## config.mk

```make
export PLATFORM = sky130hd
export DESIGN_NAME = indexed_list_store
export DESIGN_NICKNAME = d
export VERILOG_FILES = /design/src/rtl/ilst_pkg.sv /design/src/rtl/ilst_datapath.sv /design/src/rtl/ilst_control.sv /design/src/rtl/indexed_list_store.sv
export SDC_FILE = /design/constraint.sdc
export NUM_CORES = 2
export LEC_CHECK = 0
export BUFFER_PORTS_ARGS = -buffer_cell sky130_fd_sc_hd__buf_4
export CORE_AREA = 10 10 215 319
export CTS_CLUSTER_SIZE = 30
export DETAILED_ROUTE_END_ITERATION = 8
export DIE_AREA = 0 0 225 329
export PLACE_DENSITY = 0.69
export SYNTH_ARGS = -nofsm -noshare
export SYNTH_HDL_FRONTEND = slang
export SYNTH_SLANG_ARGS = --single-unit
export TNS_END_PERCENT = 10
```

## constraint.sdc

```tcl
create_clock -name clock -period 7.7 [get_ports clock]
set_clock_uncertainty 0.2 [all_clocks]
set_input_delay 0.77 -clock clock [delete_from_list [all_inputs] [get_ports clock]]
set_output_delay 0.77 -clock clock [all_outputs]
set_load 0.05 [all_outputs]
```

## src/rtl/ilst_pkg.sv

```systemverilog
`timescale 1ns / 1ps
// ----------------------------------------------------------------------------
// ilst_pkg
// Shared constants, codes and command type for the indexed list store.
// ----------------------------------------------------------------------------
package ilst_pkg;

   localparam int CAPACITY = 16;
   localparam int IDX_W    = (CAPACITY > 1) ? $clog2(CAPACITY) : 1;
   localparam int CNT_W    = $clog2(CAPACITY + 1);
   localparam int DATA_W   = 32;
   localparam int ACT_W    = 2;
   localparam int POS_W    = 4;
   localparam int STAT_W   = 2;
   localparam int RCNT_W   = 5;

   // Requested actions.
   localparam logic [ACT_W-1:0] ACT_PUSH   = 2'd0;
   localparam logic [ACT_W-1:0] ACT_POP    = 2'd1;
   localparam logic [ACT_W-1:0] ACT_INSERT = 2'd2;
   localparam logic [ACT_W-1:0] ACT_REMOVE = 2'd3;

   // Result status codes.
   localparam logic [STAT_W-1:0] ST_OK    = 2'd0;
   localparam logic [STAT_W-1:0] ST_EMPTY = 2'd1;
   localparam logic [STAT_W-1:0] ST_RANGE = 2'd2;
   localparam logic [STAT_W-1:0] ST_FULL  = 2'd3;

   // Datapath operations.
   localparam int OP_W = 3;
   localparam logic [OP_W-1:0] OP_NONE   = 3'd0;
   localparam logic [OP_W-1:0] OP_PUSH   = 3'd1;
   localparam logic [OP_W-1:0] OP_POP    = 3'd2;
   localparam logic [OP_W-1:0] OP_INSERT = 3'd3;
   localparam logic [OP_W-1:0] OP_REMOVE = 3'd4;

   typedef struct packed {
      logic [OP_W-1:0]  op;
      logic [IDX_W-1:0] idx;
   } cmd_type;

endpackage

```

## src/rtl/ilst_datapath.sv

```systemverilog
`timescale 1ns / 1ps
// ----------------------------------------------------------------------------
// ilst_datapath
// Entry register file with neighbor shifting and a registered read port.
// ----------------------------------------------------------------------------
module ilst_datapath
   import ilst_pkg::*;
(
   input  logic                     clock,
   input  cmd_type                  cmd,
   input  logic signed [DATA_W-1:0] wr_value,
   output logic signed [DATA_W-1:0] rd_value
);

   logic [DATA_W-1:0] entries_ff [CAPACITY];
   logic [DATA_W-1:0] entries_in [CAPACITY];
   logic [DATA_W-1:0] below      [CAPACITY];
   logic [DATA_W-1:0] above      [CAPACITY];
   logic [DATA_W-1:0] rd_ff;
   logic [DATA_W-1:0] rd_in;

   // Each entry sees its lower and upper neighbor; the ends see themselves.
   always_comb begin
      below[0]          = entries_ff[0];
      above[CAPACITY-1] = entries_ff[CAPACITY-1];
      for (int i = 1; i < CAPACITY; i++) begin
         below[i] = entries_ff[i-1];
      end
      for (int i = 0; i < CAPACITY - 1; i++) begin
         above[i] = entries_ff[i+1];
      end
   end

   always_comb begin
      for (int i = 0; i < CAPACITY; i++) begin
         entries_in[i] = entries_ff[i];
         unique case (cmd.op)
            OP_PUSH: begin
               if (IDX_W'(i) == cmd.idx) entries_in[i] = wr_value;
            end
            OP_INSERT: begin
               if (IDX_W'(i) == cmd.idx) entries_in[i] = wr_value;
               else if (IDX_W'(i) > cmd.idx) entries_in[i] = below[i];
            end
            OP_REMOVE: begin
               if (IDX_W'(i) >= cmd.idx) entries_in[i] = above[i];
            end
            default: begin
               entries_in[i] = entries_ff[i];
            end
         endcase
      end
   end

   always_comb begin
      if (cmd.op == OP_POP || cmd.op == OP_REMOVE) begin
         rd_in = entries_ff[cmd.idx];
      end else begin
         rd_in = '0;
      end
   end

   always_ff @(posedge clock) begin
      for (int i = 0; i < CAPACITY; i++) begin
         entries_ff[i] <= entries_in[i];
      end
      rd_ff <= rd_in;
   end

   assign rd_value = rd_ff;

endmodule

```

## src/rtl/ilst_control.sv

```systemverilog
`timescale 1ns / 1ps
// ----------------------------------------------------------------------------
// ilst_control
// Length tracking, action checks and result status for the list store.
// ----------------------------------------------------------------------------
module ilst_control
   import ilst_pkg::*;
(
   input  logic               clock,
   input  logic               reset,
   input  logic               start,
   input  logic [ACT_W-1:0]   action,
   input  logic [POS_W-1:0]   position,
   output cmd_type            cmd,
   output logic               rsp_strobe,
   output logic [STAT_W-1:0]  rsp_status,
   output logic [RCNT_W-1:0]  rsp_count
);

   localparam int CMP_W = (CNT_W > POS_W) ? CNT_W : POS_W;

   logic [CNT_W-1:0]  count_ff;
   logic [CNT_W-1:0]  count_in;
   logic              strobe_ff;
   logic              strobe_in;
   logic [STAT_W-1:0] status_ff;
   logic [STAT_W-1:0] status_in;
   logic              full;
   logic              in_range;

   assign full     = (count_ff >= CNT_W'(CAPACITY));
   assign in_range = (CMP_W'(position) < CMP_W'(count_ff));

   always_comb begin
      cmd.op    = OP_NONE;
      cmd.idx   = '0;
      status_in = ST_OK;
      count_in  = count_ff;
      if (start) begin
         unique case (action)
            ACT_PUSH: begin
               if (full) begin
                  status_in = ST_FULL;
               end else begin
                  cmd.op   = OP_PUSH;
                  cmd.idx  = IDX_W'(count_ff);
                  count_in = count_ff + CNT_W'(1);
               end
            end
            ACT_POP: begin
               if (count_ff == '0) begin
                  status_in = ST_EMPTY;
               end else begin
                  cmd.op   = OP_POP;
                  cmd.idx  = IDX_W'(count_ff - CNT_W'(1));
                  count_in = count_ff - CNT_W'(1);
               end
            end
            ACT_INSERT: begin
               // The index is checked before fullness.
               if (!in_range) begin
                  status_in = ST_RANGE;
               end else if (full) begin
                  status_in = ST_FULL;
               end else begin
                  cmd.op   = OP_INSERT;
                  cmd.idx  = IDX_W'(position);
                  count_in = count_ff + CNT_W'(1);
               end
            end
            ACT_REMOVE: begin
               if (!in_range) begin
                  status_in = ST_RANGE;
               end else begin
                  cmd.op   = OP_REMOVE;
                  cmd.idx  = IDX_W'(position);
                  count_in = count_ff - CNT_W'(1);
               end
            end
            default: begin
               status_in = ST_OK;
            end
         endcase
      end
   end

   assign strobe_in = start;

   always_ff @(posedge clock) begin
      if (reset) begin
         count_ff  <= '0;
         strobe_ff <= 1'b0;
      end else begin
         count_ff  <= count_in;
         strobe_ff <= strobe_in;
      end
      status_ff <= status_in;
   end

   assign rsp_strobe = strobe_ff;
   assign rsp_status = status_ff;
   assign rsp_count  = RCNT_W'(count_ff);

`ifndef SYNTHESIS
   a_count_bound: assert property (@(posedge clock) disable iff (reset)
      count_ff <= CNT_W'(CAPACITY))
      else $error("list length exceeds capacity");

   a_result_follows: assert property (@(posedge clock) disable iff (reset)
      start |=> rsp_strobe)
      else $error("accepted item gave no result");

   a_no_spurious: assert property (@(posedge clock) disable iff (reset)
      !start |=> !rsp_strobe)
      else $error("result without an accepted item");

   a_error_keeps_len: assert property (@(posedge clock) disable iff (reset)
      rsp_strobe && rsp_status != ST_OK |-> count_ff == $past(count_ff))
      else $error("failed action changed the list length");
`endif

endmodule

```

## src/rtl/indexed_list_store.sv

```systemverilog
`timescale 1ns / 1ps
// ----------------------------------------------------------------------------
// indexed_list_store
// Bounded ordered list of signed words with push, pop, insert and remove.
// ----------------------------------------------------------------------------
// Usage:
//   Drive req_action, req_position and req_item_value and raise start; the
//   item is taken at the clock edge where start is high and busy is low.
//   busy stays low, so a new item may be presented every cycle.
//   Exactly one result per item appears in the cycle after acceptance, for one
//   cycle, marked by rsp_strobe: rsp_read_value (popped or removed value,
//   zero otherwise), rsp_status and rsp_count (length after the item).
//   Throughput is one item per cycle, set by the update of the entry registers,
//   where the entries above an insert index, or from a remove index upward,
//   load from their neighbor in parallel.
//   A synchronous reset empties the list; stale entry contents are never
//   visible because only entries below the length are read.
//   The receiver cannot stall, so each result must be captured in its cycle.
// ----------------------------------------------------------------------------
module indexed_list_store
   import ilst_pkg::*;
(
   input  logic                     clock,
   input  logic                     reset,
   input  logic                     start,
   output logic                     busy,
   input  logic [ACT_W-1:0]         req_action,
   input  logic [POS_W-1:0]         req_position,
   input  logic signed [DATA_W-1:0] req_item_value,
   output logic                     rsp_strobe,
   output logic signed [DATA_W-1:0] rsp_read_value,
   output logic [STAT_W-1:0]        rsp_status,
   output logic [RCNT_W-1:0]        rsp_count
);

   cmd_type cmd;

   assign busy = 1'b0;

   ilst_control u_control (
      .clock      (clock),
      .reset      (reset),
      .start      (start),
      .action     (req_action),
      .position   (req_position),
      .cmd        (cmd),
      .rsp_strobe (rsp_strobe),
      .rsp_status (rsp_status),
      .rsp_count  (rsp_count)
   );

   ilst_datapath u_datapath (
      .clock    (clock),
      .cmd      (cmd),
      .wr_value (req_item_value),
      .rd_value (rsp_read_value)
   );

endmodule

```

==> results.toml <==
[final_layout]
syn_to_final_growth_pct = 10.3
fin_area_sq_um = 34300
final_layout_size_suffix_gt1_share_pct = 12.6
layout_commonest_cell = "edfxtp_1"
final_cell_mix = "edfxtp_1, and2_1, a221o_1"
seqCellArea_sq_um = 16200
fin_util_pct = 54.5
nNetsFinal = 2764
multi_input_area_sq_um = 13600
fillers = 5260

[clock_network]
cts_htree_levels = 2
cts_num_sinks = 552
cts_tree = "built"
clk_latency_ps = 660
clock_path_buffers = 3
cts_setup_buffers = 0
numCtsBuffers = 54
clk_pin_slew_ps = 70
cts-root-buf = "clkbuf_16"
cts.hold.buffers_added = 0
cts_resized = 0

[setup_path]
r2r_slack_ps = 2130
worstPathMaxFanout = 48
cp_data_arrival_time_ps = 5700
required_ps = 7830
timing.rr.start = "u_control.rsp_count[2]$_SDFFE_PP0P_"
crit_path_end_kind = "register"
crit_type = "register to register"
cp-startpoint = "u_control.rsp_count[2]$_SDFFE_PP0P_"
regToRegEndpoint = "u_datapath.entries_ff[4][6]$_DFFE_PP_"
rr_worst_depth = 10
start_kind = "register"

[placed_design]
dp_hpwl_um = 66900
io_buffer_count = 80
routabilityCongestion = 0.905
dpl_cell_area_sq_um = 32500

[global_routing]
antenna_found_initial = 8
grt_max_degree = 129
grt_pass1_wl_um = 180000
grt_overflow = 0
grt_pass1_vias = 26955
track_usage_pct = 32.1

[synthesis]
netlist_instances = 2876
synth_edf_count = 512
yosysWarnings = 0
synth_nets = 2922
ys_types = 64
synth-async-reset-ratio_pct = 0
synth_area_sq_um = 31100
syn_avg_cell_area_sq_um = 10.8
synth-seq-cells = 552
synth-main-ff-cell = "edfxtp_1"
yosysSeqAreaShare_pct = 52.0

[detailed_routing]
postRouteAntennaNets = 0
wl_um = 123000
drtIter0Drc = 6164
via_per_inst = 7.87
wl_per_cell_um = 34.5
dr.pass1.iters = 9
dr_total_vias = 28139
drc = 1

[worst_hold_path]
min_to = "u_control.rsp_count[3]$_SDFFE_PP0P_"
min_path_type = "input pin to register"
hold_depth = 2
worstHoldStart = "reset"

[sta]
finalSetupViolCount = 0
worst_slew_margin_rel_pct = -2.02
slew_viol_final = 33
rsz0062_at_grt = "no"
min_period_ps = 5570
finalSetupTns_ps = 0
hold_violations = 0
worstMarginPinSlew_ps = 1520
period_share_pct = 72.3
fmax_ghz = 0.180

[die]
num_io_pins = 82
die-area_sq_um = 74000
rows = 113
die_x_um = 225
initial_core_util_pct = 49.4
core-area_sq_um = 62900
fp.dieH_um = 329

[flow_run]
drv_cap = 1

[power_and_ir_drop]
p_leak_nw = 12.4
power.density_nw_per_um2 = 250
vdd_drop_max_uv = 179

[run_status]
violations = "DRC, capacitance limit, slew limit"
outcome = "finished, violations left"
==> metrics by stage <==
stage	hold WS, ps	cells	total power, mW	setup slack, ps
5_1_grt	151	3569	8.79	1910
4_1_cts	127	3569	8.50	2250
3_3_place_gp	309	3467	5.64	2190
3_5_place_dp	320	3467	5.69	2030
2_1_floorplan	303	2876	4.98	-541
6_report	145	3574	8.59	2130
==> registers in the layout (all words and copies together), names as in the netlist <==
signal                 flops
u_datapath.rd_value       32
u_control.rsp_strobe       1
u_control.rsp_status       2
u_control.rsp_count        5
u_datapath.entries_ff    512
==> cells in the mapped netlist, types with 3 or more instances <==
cell type | n | share of area (%)
nand3_1 | 195 | 3.1
o31ai_1 | 5 | 0.12
nor2b_1 | 7 | 0.14
a21oi_1 | 72 | 1.2
and3_1 | 67 | 1.3
dfxtp_1 | 40 | 2.6
a211oi_1 | 69 | 1.7
a211o_1 | 48 | 1.4
buf_1 | 47 | 0.57
edfxtp_1 | 512 | 49
a311o_1 | 17 | 0.55
a22oi_1 | 64 | 1.5
inv_1 | 135 | 1.6
a22o_1 | 32 | 0.90
nor3_1 | 4 | 0.064
nand2b_1 | 6 | 0.12
xnor2_1 | 3 | 0.084
or2_1 | 3 | 0.060
a221o_1 | 256 | 8.2
nand2_1 | 162 | 2.0
a41oi_1 | 4 | 0.11
or3_1 | 5 | 0.10
nor2_1 | 19 | 0.23
a222oi_1 | 128 | 4.1
a31oi_1 | 52 | 1.0
o21ai_0 | 132 | 2.1
mux2_1 | 30 | 1.1
buf_2 | 60 | 0.97
ha_1 | 5 | 0.20
mux2_2 | 34 | 1.2
a21o_1 | 33 | 0.80
and2_1 | 261 | 5.2
a311oi_1 | 48 | 1.4
clkbuf_1 | 260 | 3.1
o21ai_1 | 16 | 0.26
o32ai_2 | 3 | 0.16
==> report_power, final <==
| group | switching (mW) | leakage (nW) | internal, mW |
|---|---|---|---|
| Sequential | 0.204 | 5.08 | 3.64 |
| Combinational | 1.31 | 6.46 | 0.577 |
| Clock | 1.27 | 0.902 | 1.59 |
| Total | 2.78 | 12.4 | 5.81 |
==> worst max-delay path by stage <==
stage / to / slack (ps) / depth (start not counted)
after floorplan: u_datapath.entries_ff[2][0]$_DFFE_PP_ / -540 / 11
after global placement: u_datapath.entries_ff[4][10]$_DFFE_PP_ / 2190 / 10
after detailed placement: u_datapath.entries_ff[4][6]$_DFFE_PP_ / 2030 / 10
after CTS: u_datapath.entries_ff[4][4]$_DFFE_PP_ / 2250 / 10
after global routing: u_datapath.entries_ff[4][4]$_DFFE_PP_ / 1910 / 10
final: u_datapath.entries_ff[4][6]$_DFFE_PP_ / 2130 / 10
==> metal layers <==
layer,up-vias,GRT usage [%],wire length [um]
met3,635,8.84,17700
li1,11147,-,-
met4,6,20.3,8910
met2,2815,49.0,54800
met1,13536,39.7,41800
met5,-,0,36
==> worst max-delay path, stage by stage (launching register included) <==
cell and delay (ps):
dfxtp_1 560, inv_1 100, ha_1 310, a21oi_1 170, o21ai_1 250, a21oi_1 470
o2111a_4 680, nand2b_1 860, a21oi_1 250, nor2_4 950, buf_4 420
==> final cells by class <==
cell class	instances	area share, %
tap	805	2.94
clock buffer	64	4.14
clock inverter	38	1.22
inverter	135	1.48
sequential	552	47.1
timing repair buffer	155	3.43
antenna	5	0.0365
multi-input combinational	1820	39.6
==> kinds of logic after synthesis <==
group	synth area share (%)
buf+inv	6.35
fa+ha+maj	0.201
simple gates	12.7
compound gates	26.3
mux	2.32
other cells	0.0121
flops	52.0
xor+xnor	0.113
(Power assumes the default switching activity.)
